## src/design/skt_pkg.sv

```systemverilog
// shared types, field widths, opcodes and status codes for the sorted key table
package skt_pkg;

    localparam int CAPACITY_DEF = 256;
    localparam int KEY_W_DEF    = 32;

    localparam int OPC_W    = 3;
    localparam int KEY_IN_W = 32;
    localparam int POS_W    = 8;
    localparam int STAT_W   = 3;
    localparam int IDX_W    = 9;

    localparam int S_TDATA_W = 48;
    localparam int M_TDATA_W = 56;

    localparam logic [OPC_W-1:0] OP_ADD    = 3'd0;
    localparam logic [OPC_W-1:0] OP_DELETE = 3'd1;
    localparam logic [OPC_W-1:0] OP_SEARCH = 3'd2;
    localparam logic [OPC_W-1:0] OP_READ   = 3'd3;
    localparam logic [OPC_W-1:0] OP_REMOVE = 3'd4;
    localparam logic [OPC_W-1:0] OP_CLEAR  = 3'd5;

    localparam logic [STAT_W-1:0] ST_OK        = 3'd0;
    localparam logic [STAT_W-1:0] ST_NOT_FOUND = 3'd1;
    localparam logic [STAT_W-1:0] ST_FULL      = 3'd2;
    localparam logic [STAT_W-1:0] ST_BAD_INDEX = 3'd3;
    localparam logic [STAT_W-1:0] ST_DUP       = 3'd4;

    typedef struct packed {
        logic [OPC_W-1:0]    op;
        logic [KEY_IN_W-1:0] key;
        logic [POS_W-1:0]    pos;
        logic                dup;
    } skt_item_t;

    typedef struct packed {
        logic [STAT_W-1:0]   status;
        logic                found;
        logic [IDX_W-1:0]    index;
        logic [KEY_IN_W-1:0] rkey;
        logic [IDX_W-1:0]    count;
    } skt_res_t;

endpackage

```

## src/design/skt_ctrl.sv

```systemverilog
// sequencer: binary search, shift passes and count keeping over the key memory
module skt_ctrl #(
    parameter int CAPACITY = skt_pkg::CAPACITY_DEF,
    parameter int KEY_W    = skt_pkg::KEY_W_DEF,
    localparam int AW   = $clog2(CAPACITY),
    localparam int SK_W = (KEY_W < skt_pkg::KEY_IN_W) ? KEY_W : skt_pkg::KEY_IN_W
) (
    input  logic               aclk,
    input  logic               aresetn,
    input  logic               item_valid,
    input  skt_pkg::skt_item_t item,
    output logic               item_ready,
    output logic               res_valid,
    output skt_pkg::skt_res_t  res,
    input  logic               res_ready,
    output logic               mem_wr_en,
    output logic [AW-1:0]      mem_wr_addr,
    output logic [SK_W-1:0]    mem_wr_data,
    output logic [AW-1:0]      mem_rd_addr,
    input  logic [SK_W-1:0]    mem_rd_data
);

    import skt_pkg::*;

    localparam int CW   = $clog2(CAPACITY + 1);
    localparam int PC_W = (CW > POS_W) ? CW : POS_W;

    typedef enum logic [6:0] {
        S_IDLE  = 7'b0000001,
        S_SRD   = 7'b0000010,
        S_SCMP  = 7'b0000100,
        S_RDW   = 7'b0001000,
        S_SHIFT = 7'b0010000,
        S_PUT   = 7'b0100000,
        S_DONE  = 7'b1000000
    } state_t;

    state_t            state_reg, state_next;
    logic [OPC_W-1:0]  op_reg, op_next;
    logic [SK_W-1:0]   key_reg, key_next;
    logic              dup_reg, dup_next;
    logic [CW-1:0]     count_reg, count_next;
    logic [CW-1:0]     lo_reg, lo_next;
    logic [CW-1:0]     hip_reg, hip_next;
    logic [CW-1:0]     mid_reg, mid_next;
    logic              hit_reg, hit_next;
    logic              ins_reg, ins_next;
    logic [CW-1:0]     ix_reg, ix_next;
    logic [CW-1:0]     rp_reg, rp_next;
    logic              rd_act_reg, rd_act_next;
    logic              pend_reg, pend_next;
    logic [CW-1:0]     pend_addr_reg, pend_addr_next;
    logic [STAT_W-1:0] status_reg, status_next;
    logic              found_reg, found_next;
    logic [CW-1:0]     idx_reg, idx_next;
    logic [SK_W-1:0]   rkey_reg, rkey_next;

    logic          go_ins, go_rem;
    logic [CW-1:0] tgt;
    logic [CW-1:0] mid;
    logic          pos_ok;

    assign pos_ok = PC_W'(item.pos) < PC_W'(count_reg);
    // midpoint of lo..hi with hi kept as hi + 1
    assign mid = lo_reg + ((hip_reg - lo_reg - 1'b1) >> 1);

    always_comb begin
        state_next     = state_reg;
        op_next        = op_reg;
        key_next       = key_reg;
        dup_next       = dup_reg;
        count_next     = count_reg;
        lo_next        = lo_reg;
        hip_next       = hip_reg;
        mid_next       = mid_reg;
        hit_next       = hit_reg;
        ins_next       = ins_reg;
        ix_next        = ix_reg;
        rp_next        = rp_reg;
        rd_act_next    = rd_act_reg;
        pend_next      = 1'b0;
        pend_addr_next = pend_addr_reg;
        status_next    = status_reg;
        found_next     = found_reg;
        idx_next       = idx_reg;
        rkey_next      = rkey_reg;
        go_ins         = 1'b0;
        go_rem         = 1'b0;
        tgt            = '0;
        item_ready     = 1'b0;
        res_valid      = 1'b0;
        mem_rd_addr    = rp_reg[AW-1:0];

        case (state_reg)
            S_IDLE: begin
                item_ready = 1'b1;
                if (item_valid) begin
                    op_next     = item.op;
                    key_next    = item.key[SK_W-1:0];
                    dup_next    = item.dup;
                    status_next = ST_OK;
                    found_next  = 1'b0;
                    idx_next    = '0;
                    rkey_next   = '0;
                    lo_next     = '0;
                    hip_next    = count_reg;
                    hit_next    = 1'b0;
                    case (item.op)
                        OP_ADD: begin
                            if (count_reg == '0) begin
                                go_ins = 1'b1;
                            end else begin
                                state_next = S_SRD;
                            end
                        end
                        OP_DELETE, OP_SEARCH: begin
                            state_next = S_SRD;
                        end
                        OP_READ: begin
                            if (pos_ok) begin
                                mem_rd_addr = AW'(item.pos);
                                idx_next    = CW'(item.pos);
                                state_next  = S_RDW;
                            end else begin
                                status_next = ST_BAD_INDEX;
                                state_next  = S_DONE;
                            end
                        end
                        OP_REMOVE: begin
                            if (pos_ok) begin
                                idx_next = CW'(item.pos);
                                tgt      = CW'(item.pos);
                                go_rem   = 1'b1;
                            end else begin
                                status_next = ST_BAD_INDEX;
                                state_next  = S_DONE;
                            end
                        end
                        OP_CLEAR: begin
                            count_next = '0;
                            state_next = S_DONE;
                        end
                        default: begin
                            state_next = S_DONE;
                        end
                    endcase
                end
            end
            S_SRD: begin
                if (!hit_reg && (lo_reg < hip_reg)) begin
                    mid_next    = mid;
                    mem_rd_addr = mid[AW-1:0];
                    state_next  = S_SCMP;
                end else begin
                    found_next = hit_reg;
                    idx_next   = lo_reg;
                    case (op_reg)
                        OP_ADD: begin
                            if (hit_reg && !dup_reg) begin
                                status_next = ST_DUP;
                                state_next  = S_DONE;
                            end else if (count_reg >= CW'(CAPACITY)) begin
                                status_next = ST_FULL;
                                state_next  = S_DONE;
                            end else begin
                                tgt    = lo_reg;
                                go_ins = 1'b1;
                            end
                        end
                        OP_DELETE: begin
                            if (hit_reg) begin
                                tgt    = lo_reg;
                                go_rem = 1'b1;
                            end else begin
                                status_next = ST_NOT_FOUND;
                                state_next  = S_DONE;
                            end
                        end
                        default: begin
                            status_next = hit_reg ? ST_OK : ST_NOT_FOUND;
                            state_next  = S_DONE;
                        end
                    endcase
                end
            end
            S_SCMP: begin
                if (key_reg < mem_rd_data) begin
                    hip_next = mid_reg;
                end else if (key_reg == mem_rd_data) begin
                    hit_next = 1'b1;
                    lo_next  = mid_reg;
                end else begin
                    lo_next = mid_reg + 1'b1;
                end
                state_next = S_SRD;
            end
            S_RDW: begin
                rkey_next  = mem_rd_data;
                state_next = S_DONE;
            end
            S_SHIFT: begin
                if (rd_act_reg) begin
                    mem_rd_addr    = rp_reg[AW-1:0];
                    pend_next      = 1'b1;
                    pend_addr_next = ins_reg ? rp_reg + 1'b1 : rp_reg - 1'b1;
                    if (ins_reg ? (rp_reg == ix_reg) : (rp_reg == count_reg - 1'b1)) begin
                        rd_act_next = 1'b0;
                    end else begin
                        rp_next = ins_reg ? rp_reg - 1'b1 : rp_reg + 1'b1;
                    end
                end else if (!pend_reg) begin
                    if (ins_reg) begin
                        state_next = S_PUT;
                    end else begin
                        count_next = count_reg - 1'b1;
                        state_next = S_DONE;
                    end
                end
            end
            S_PUT: begin
                count_next = count_reg + 1'b1;
                state_next = S_DONE;
            end
            S_DONE: begin
                res_valid = 1'b1;
                if (res_ready) begin
                    state_next = S_IDLE;
                end
            end
            default: begin
                state_next = S_IDLE;
            end
        endcase

        // open a gap at tgt: move entries tgt..count-1 up by one, top first
        if (go_ins) begin
            ix_next  = tgt;
            ins_next = 1'b1;
            if (count_reg > tgt) begin
                rp_next     = count_reg - 1'b1;
                rd_act_next = 1'b1;
                state_next  = S_SHIFT;
            end else begin
                state_next = S_PUT;
            end
        end

        // close the gap at tgt: move entries above it down by one
        if (go_rem) begin
            ix_next  = tgt;
            ins_next = 1'b0;
            if ((tgt + 1'b1) < count_reg) begin
                rp_next     = tgt + 1'b1;
                rd_act_next = 1'b1;
                state_next  = S_SHIFT;
            end else begin
                count_next = count_reg - 1'b1;
                state_next = S_DONE;
            end
        end
    end

    always_ff @(posedge aclk) begin
        if (!aresetn) begin
            state_reg  <= S_IDLE;
            count_reg  <= '0;
            rd_act_reg <= 1'b0;
            pend_reg   <= 1'b0;
        end else begin
            state_reg  <= state_next;
            count_reg  <= count_next;
            rd_act_reg <= rd_act_next;
            pend_reg   <= pend_next;
        end
    end

    always_ff @(posedge aclk) begin
        op_reg        <= op_next;
        key_reg       <= key_next;
        dup_reg       <= dup_next;
        lo_reg        <= lo_next;
        hip_reg       <= hip_next;
        mid_reg       <= mid_next;
        hit_reg       <= hit_next;
        ins_reg       <= ins_next;
        ix_reg        <= ix_next;
        rp_reg        <= rp_next;
        pend_addr_reg <= pend_addr_next;
        status_reg    <= status_next;
        found_reg     <= found_next;
        idx_reg       <= idx_next;
        rkey_reg      <= rkey_next;
    end

    // shift writes land in the cycle after their reads; the new key lands last
    assign mem_wr_en   = pend_reg || (state_reg == S_PUT);
    assign mem_wr_addr = (state_reg == S_PUT) ? ix_reg[AW-1:0] : pend_addr_reg[AW-1:0];
    assign mem_wr_data = (state_reg == S_PUT) ? key_reg : mem_rd_data;

    assign res.status = status_reg;
    assign res.found  = found_reg;
    assign res.index  = IDX_W'(idx_reg);
    assign res.rkey   = KEY_IN_W'(rkey_reg);
    assign res.count  = IDX_W'(count_reg);

endmodule

```

## config.mk

```make
export PLATFORM = sky130hd
export DESIGN_NAME = skt_ctrl
export DESIGN_NICKNAME = d
export VERILOG_FILES = /design/src/design/skt_pkg.sv /design/src/design/skt_ctrl.sv
export SDC_FILE = /design/constraint.sdc
export NUM_CORES = 1
export LEC_CHECK = 0
export ABC_CLOCK_PERIOD_IN_PS = 6280
export BUFFER_PORTS_ARGS = -buffer_cell sky130_fd_sc_hd__buf_2
export CORE_MARGIN = 5
export CORE_UTILIZATION = 29
export DETAILED_ROUTE_END_ITERATION = 10
export GPL_TIMING_DRIVEN = 1
export HOLD_SLACK_MARGIN = 0.08
export SLEW_MARGIN = 20
export SYNTH_ARGS = -nofsm -noshare
export SYNTH_HDL_FRONTEND = slang
export SYNTH_SLANG_ARGS = --single-unit
```

## constraint.sdc

```tcl
create_clock -name aclk -period 6.28 [get_ports aclk]
set_clock_uncertainty 0.15 [all_clocks]
set_input_delay 1.256 -clock aclk [delete_from_list [all_inputs] [get_ports aclk]]
set_output_delay 1.256 -clock aclk [all_outputs]
set_load 0.02 [all_outputs]
```

### After elaboration in Yosys (flattened, before gate mapping)

Cells that the tools add are included.

| operators by class | value |
|---|---|
| $add $sub $neg | 9 |
| magnitude comparators | 6 |
| mux-type cells | 109 |
| reductions and logical operators | 26 |
| equal/unequal tests | 31 |

Operators by type and width:

| cell | number |
|---|---|
| $mux W9 | 28 |
| $mux W7 | 15 |
| $pmux W9 S2 | 5 |
| $mux W8 | 10 |
| $mux W32 | 2 |
| $pmux W32 S2 | 1 |
| $pmux W7 S6 | 1 |
| $add A9 B1 Y9 const B | 4 |
| $eq A32 B32 Y1 | 1 |
| $lt A32 B32 Y1 | 1 |
| $mux W1 | 29 |
| $pmux W7 S4 | 1 |
| $pmux W9 S3 | 1 |
| $sub A9 B1 Y9 const B | 3 |
| $ne A4 B4 Y1 const B | 5 |
| $eq A9 B9 Y1 | 2 |
| $lt A9 B9 Y1 | 2 |
| $pmux W8 S2 | 1 |
| $mux W3 | 5 |
| $pmux W7 S2 | 1 |
| $pmux W3 S2 | 2 |
| $ne A2 B2 Y1 const B | 5 |
| $ne A5 B5 Y1 const B | 2 |
| $reduce_and A2 Y1 | 5 |
| 32 further kinds | 49 |

| word-level totals | value |
|---|---|
| input port bits | 80 |
| logic and storage cells | 200 |
| output and inout port bits | 105 |
| register bits after elaboration | 154 |

### Logic depth before layout (Yosys ltp)

Gate-level depths: netlist of the first run.

| depth | value |
|---|---|
| depth after elaboration | 11 |
| mapped depth | 21 |
| mapped depth without buffers | 19 |

### Worst setup path before layout of the first run

No wires, ideal clock.

| path | value |
|---|---|
| kind | input -> register |
| from | in item[8] (netlist bit) |
| to | reg rp_reg[7] |
| required time | 5.991 ns |
| setup time | 0.139 ns |
| arrival time | 5.064 ns |
| slack | 0.927 ns |
| stages | 18 |
| path through | ha_1 > a211oi_1 > nand2_1 > o221ai_1 > o21a_1 > buf_2 > a22oi_1 > inv_1 > ha_1 > a21boi_0 > xor2_1 > ha_1 > a2111oi_0 > a21o_1 > o211ai_1 > nor2b_1 > a22oi_1 > o31ai_1 |

| between the ends | value |
|---|---|
| cells in the longest elaborated chain, start to end | 10 |

RTL lines:

| item | line | RTL |
|---|---|---|
| start: declaration | skt_ctrl.sv:11 | `input skt_pkg::skt_item_t item,` |
| branches (longest 9 deep; another with $lt A8 B9 Y1) | - |  |
| $mux W9 * | skt_ctrl.sv:249 | `if (go_rem) begin` |
| via rp_next[7] | skt_ctrl.sv:49 | `logic [CW-1:0] rp_reg, rp_next;` |
| end signal: assignment | skt_ctrl.sv:287 | `rp_reg <= rp_next;` |
| end: declaration | skt_ctrl.sv:49 |  |

Mark *: on every way through the listed nets, which the timed path passes.
A chain may end at the register's enable or synchronous reset.

### Final worst setup path of the first run

| path | value |
|---|---|
| from | in item[8] (netlist bit) |
| to | reg count_reg[4] |

| between the ends | value |
|---|---|
| cells in the longest elaborated chain, start to end | 9 |

RTL lines:

| item | line | RTL |
|---|---|---|
| $lt A8 B9 Y1 | skt_ctrl.sv:63 | `assign pos_ok = PC_W'(item.pos) < PC_W'(count_reg);` |
| $mux W8 | skt_ctrl.sv:130 | `if (pos_ok) begin` |
| $mux W8 | skt_ctrl.sv:108 | `case (item.op)` |
| $mux W8 | skt_ctrl.sv:97 | `if (item_valid) begin` |
| $pmux W9 S2 | skt_ctrl.sv:94 | `case (state_reg)` |
| $add A9 B1 Y9 | skt_ctrl.sv:252 | `if ((tgt + 1'b1) < count_reg) begin` |
| $lt A9 B9 Y1 | skt_ctrl.sv:252 |  |
| $mux W9 | skt_ctrl.sv:252 |  |
| $mux W9 * | skt_ctrl.sv:249 |  |
| end signal: assignment | skt_ctrl.sv:271 | `count_reg <= count_next;` |
| end: declaration | skt_ctrl.sv:42 | `logic [CW-1:0] count_reg, count_next;` |

Mark *: on every way between the ends. The rest lies on a longest branch, timed or not.

==> impl_metrics.yaml, run 1 <==
sta:
  setup_ws_ns: 0.878
  setup_violations: 0
  tns_ns: 0
  fmax_mhz: 185
  tightest_slew_ns: 0.934
  min_period_over_period: 0.860
  finalHoldViolCount: 0
  slew_viol_final: 0
  rsz0062_at_grt: "false"
  fin_crit_ns: 5.40
  slew-limit-headroom: 0.372
finish:
  regArea_um2: 4340
  fillers: 3565
  final_core_util: 0.354
  final_common_cell: "buf_2"
  final_cell_mix: "184 x buf_2, 133 x nand2_1, 126 x edfxtp_1, 93 x nor2_1"
  drive_gt1_frac: 0.201
  multi_input_area_um2: 5300
  fin_nets: 1417
  layout.cells.non_filler: 1717
  syn2layout_area_growth_pct: 20.4
clock_network:
  cts_max_level: 4
  cts.sinks: 154
  cts_setup_buffers: 0
  clkLatencyLatePin_ns: 0.45
  clk_pin_slew_worst_paths_ns: 0.07
  cts-root-buf: "clkbuf_16"
  cts_tree: "yes"
  clock_path_buffers: 2
  cts_resized: 0
  cts_buffers: 17
  cts_hold_buf: 0
power_and_ir_drop:
  finalPower_mw: 4.93
  power.leakage_nw: 5.26
  ir_worst_vdd_mv: 0.219
  power_density_nw_per_um2: 404
synth:
  synthXorXnorAreaFrac: 0.0514
  synth_top_family_by_area: "simple AND/OR/NAND/NOR gates"
  synth_edf_count: 126
  muxShareOfSynthArea: 0.0165
  syn_inst: 1067
  syn_avg_cell_area_um2: 9.51
  synth_fa_ha_area_frac: 0.110
  yosysWarnings: 0
  syn-num-nets: 1235
  synth_top_flop_cell: "edfxtp_1"
  synthArstFlopShare: 0
  yosysSeqAreaShare: 0.428
  synth-compound-area-share: 0.171
  synth_seq_cells: 154
  yosys.cell_types.count: 81
  syn-cell-area_um2: 10100
  synth-simple-area-share: 0.173
critical_path:
  startpoint_type: "input pin"
  crit_type: "input pin to flop"
  reg2reg_depth: 18
  cp.required_ns: 6.45
  crit_fanout: 10
  crit_arrival_ns: 5.58
  end_kind: "flop"
die:
  core_um2: 34500
  dieWidth_um: 197
  ios: 185
  rows: 68
  die_area_um2: 38800
  die_height_um: 197
  initial_utilization: 0.294
global_routing:
  grt_max_degree: 41
  track_usage: 0.170
  grt_pass1_vias: 8537
  antenna_found_initial: 1
  grt_overflow: 0
  grt_pass1_wl_um: 50800
detailed_routing:
  drt_wl_total_um: 33900
  drt_iter0_drc: 754
  wl_per_cell_um: 19.8
  antenna_left: 0
  vias_per_cell: 5.20
  vias: 8936
  dr.pass1.iters: 5
  drc_errors: 0
placement:
  io_buffer_count: 184
  placedCellCount: 1684
  pre_cts_slack_ns: 0.514
  hpwl_um: 26500
  place_congestion: 0.900
worst_hold_path:
  hold_depth: 2
  min_path_type: "flop to flop"
run:
  max_cap_viol_count: 0
status:
  outcome: "completed"
through the flow:
stage,hold WS [ns],instance area [um^2]
6_report,0.410,12200
5_1_grt,0.444,12200
4_1_cts,0.406,12200
3_5_place_dp,0.393,11600
3_3_place_gp,0.397,11600
2_1_floorplan,0.387,10100
cell usage after synthesis, types with 3 or more instances:
master | n | share of area
nand2_1 | 133 | 0.049
edfxtp_1 | 126 | 0.37
nor2_1 | 93 | 0.034
inv_1 | 87 | 0.032
ha_1 | 86 | 0.11
o21ai_0 | 68 | 0.034
a21oi_1 | 40 | 0.020
xnor2_1 | 38 | 0.033
clkbuf_1 | 30 | 0.011
dfxtp_1 | 28 | 0.055
a21o_1 | 20 | 0.015
nand3_1 | 20 | 0.0099
nor3_1 | 19 | 0.0094
xor2_1 | 19 | 0.016
a22oi_1 | 17 | 0.013
nand4_1 | 17 | 0.010
o21a_1 | 17 | 0.013
o211ai_1 | 16 | 0.012
and3_1 | 12 | 0.0074
mux2i_1 | 10 | 0.0099
a211oi_1 | 9 | 0.0067
and2_1 | 9 | 0.0055
a311oi_1 | 8 | 0.0069
a31oi_1 | 8 | 0.0049
nand2b_1 | 8 | 0.0049
nor2b_1 | 8 | 0.0049
or3_1 | 7 | 0.0043
mux2_2 | 6 | 0.0067
buf_1 | 5 | 0.0018
buf_2 | 5 | 0.0025
nor4_1 | 5 | 0.0031
o21bai_1 | 5 | 0.0037
o31ai_1 | 5 | 0.0037
and4_1 | 4 | 0.0035
nand3b_1 | 4 | 0.0030
o221ai_1 | 4 | 0.0035
a221oi_1 | 3 | 0.0026
a31o_2 | 3 | 0.0026
and3b_1 | 3 | 0.0026
nand4b_1 | 3 | 0.0026
o21ai_1 | 3 | 0.0015
or2_2 | 3 | 0.0018
or4_1 | 3 | 0.0022
path summary, 6_finish.rpt:
check	from	slack, ns	to
worst min-delay path	ins_reg	0.41	ins_reg
worst max register to register	count_reg[7]	0.92	count_reg[4]
worst max-delay path	item[8]	0.88	count_reg[4]
worst min register to register	ins_reg	0.41	ins_reg
layer usage:
layer  part of all wire  track usage
met5                  0            0
met2               0.45        0.271
met4              0.025       0.0537
met1               0.44        0.231
met3              0.086       0.0382
kinds of logic after synthesis:
group	after synthesis
AND/OR/NAND/NOR	363
AO/OA/AOI/OAI	257
buffers and inverters	131
multiplexers	16
adder cells (fa/ha/maj)	88
XOR/XNOR	58
flip-flops	154
layout make-up:
type	instances	area share
clock buffer	20	0.0357
multi-input combinational	782	0.434
sequential	154	0.356
timing repair buffer	205	0.0883
tap	455	0.0466
antenna	1	0.000205
clock inverter	11	0.0125
inverter	89	0.0273
worst max-delay path, cell delays in order:
cell and delay [ns]:
buf_2 0.14, ha_1 0.34, a211oi_1 0.26, nand2_1 0.13
o221ai_1 0.22, o21a_1 0.39, a22oi_1 0.18, inv_1 0.11
ha_1 0.24, a21boi_0 0.25, xor2_1 0.24, ha_1 0.29
a2111oi_0 0.39, a21o_1 0.23, o2bb2ai_1 0.28, nand2_1 0.20
a221oi_1 0.35, nor2_1 0.08
report_power, final:
group	internal [mW]	switching, mW	total (mW)
combinational	0.801	1.35	2.15
sequential	1.48	0.216	1.70
clock	0.655	0.422	1.08
Note: power is estimated with default switching activity, not from simulation.
==> inputs of run 2 (changes only) <==
CORE_UTILIZATION = 45   (was 29)
PLACE_DENSITY = 0.67   (was not set)
==> run 2 against run 1 <==
Clock power decreased by 5%. Critical path type is now flop to flop. Die area decreased by 34%. Worst hold slack got worse by 0.029 ns. Via count decreased by 2.4%. Core utilization increased by 18 points. Setup slack got worse by 0.069 ns. Highest routed layer unchanged. Non-clock buffer count decreased by 9. Critical path depth unchanged. Critical endpoint is now rp_reg[7]. Sequential cell count unchanged. Count of clock-buffer cells in the layout decreased by 3. Cell area decreased by 2.2%.
==> impl_metrics.yaml, run 2 (same netlist as run 1, synthesis figures left out) <==
finish:
  n_antenna_cell: 0
  fin_nets: 1408
  regArea_um2: 4340
  drive_gt1_frac: 0.203
  syn2layout_area_growth_pct: 17.7
  multi_input_area_um2: 5310
  final_cell_mix: "184 x buf_2, 133 x nand2_1, 126 x edfxtp_1, 93 x nor2_1, 87 x inv_1"
  fillers: 2081
  final_area_um2: 11900
  final_common_cell: "buf_2"
die:
  die_height_um: 160
  die_area_um2: 25700
  core_um2: 22400
  initial_utilization: 0.452
  ios: 185
  dieWidth_um: 160
  rows: 55
placement:
  place_congestion: 0.933
  place_area_um2: 11300
  io_buffer_count: 184
  hpwl_um: 23700
  pre_cts_slack_ns: 0.444
critical_path:
  slowest_delay_ns: 0.70
  end_kind: "flop"
  crit_arrival_ns: 5.61
  cp_top_family: "compound AO/OA/AOI/OAI gates"
  cp_cell_sequence: "inv_1 -> ha_1 -> o21a_1 -> o21a_1 -> o221ai_1 -> o21a_1 -> a22oi_1 -> inv_1 -> ha_1 -> a21boi_0 -> xor2_1 -> ha_1 -> a2111oi_0 -> a21o_1 -> o211ai_1 -> nor2b_1 -> a22oi_1 -> o31ai_1"
  worst-path-buf-inv: 2
  crit_fanout: 14
  crit_slowest_cell: "dfxtp_1"
  crit_type: "flop to flop"
  startpoint_type: "flop"
  cp.required_ns: 6.42
clock_network:
  cts-root-buf: "clkbuf_16"
  cts.sinks: 154
  cts_tree: "yes"
  clk_pin_slew_worst_paths_ns: 0.07
  cts_buffers: 17
  cts_max_level: 4
  cts_resized: 0
  clkLatencyLatePin_ns: 0.43
  clock_path_buffers: 2
  cts_setup_buffers: 0
  cts_hold_buf: 0
sta:
  setup_violations: 0
  setup_ws_ns: 0.808
  finalHoldViolCount: 0
  tightest_slew_ns: 1.07
  rsz0062_at_grt: "false"
  slew-limit-headroom: 0.287
  fin_crit_ns: 5.47
  tns_ns: 0
  slew_viol_final: 0
  min_period_over_period: 0.871
  fmax_mhz: 183
run:
  max_cap_viol_count: 0
global_routing:
  grt_overflow: 0
  grt_pass1_vias: 8526
  track_usage: 0.234
  grt_use_met3: 0.0534
  antenna_found_initial: 0
  grtUsageMet2: 0.378
  use_met1: 0.317
  grt-busiest-layer: "met2"
  grt_max_degree: 59
  grt_pass1_wl_um: 47700
detailed_routing:
  drt_wl_total_um: 30700
  dr.pass1.iters: 7
  drc_errors: 0
  drt_iter0_drc: 760
  vias: 8723
  antenna_left: 0
  vias_per_cell: 5.67
  wl_per_cell_um: 20.0
power_and_ir_drop:
  ir_worst_vdd_mv: 0.235
  power.leakage_nw: 5.23
  power_density_nw_per_um2: 405
worst_hold_path:
  min_path_type: "flop to flop"
status:
  outcome: "completed"
## run 2: layout make-up
cell class,count,share of cell area
inverter,89,0.0280
multi-input combinational,782,0.445
timing repair buffer,196,0.0846
sequential,154,0.364
tap,285,0.0299
clock inverter,15,0.0136
clock buffer,17,0.0356
## run 2: worst reg2reg max path, stage by stage, from the launching register on
cell,delay (ns)
dfxtp_1,0.70
inv_1,0.32
ha_1,0.35
o21a_1,0.19
o21a_1,0.16
o221ai_1,0.21
o21a_1,0.38
a22oi_1,0.18
inv_1,0.11
ha_1,0.22
a21boi_0,0.25
xor2_1,0.25
ha_1,0.29
a2111oi_0,0.39
a21o_1,0.22
o211ai_1,0.33
nor2b_1,0.35
a22oi_1,0.20
o31ai_1,0.09
## run 2: worst paths after layout
kind / endpoint / from / cells past startpoint / slack, ns
max: rp_reg[7] / count_reg[5] / 18 / 0.81
min: ins_reg / ins_reg / 2 / 0.38
max reg2reg: rp_reg[7] / count_reg[5] / 18 / 0.81
min reg2reg: ins_reg / ins_reg / 2 / 0.38
## run 2: per-stage QoR
stage / utilization / power [mW] / hold WS [ns] / cells
after floorplan: - / 3.16 / 0.387 / 1067
after global placement: 0.506 / 3.76 / 0.363 / 1506
after detailed placement: 0.506 / 3.80 / 0.362 / 1506
after CTS: 0.532 / 4.84 / 0.374 / 1538
after global routing: 0.532 / 5.15 / 0.399 / 1538
final: 0.532 / 4.84 / 0.381 / 1538
## run 2: layer usage
layer	part of all wire	routed length, um
met5	0	0
met1	0.45	13700
met3	0.071	2180
met2	0.46	14100
met4	0.023	721
## run 2: report_power, final
part / switching, mW / internal (mW)
Sequential: 0.223 / 1.48
Clock: 0.472 / 0.562
Combinational: 1.31 / 0.788
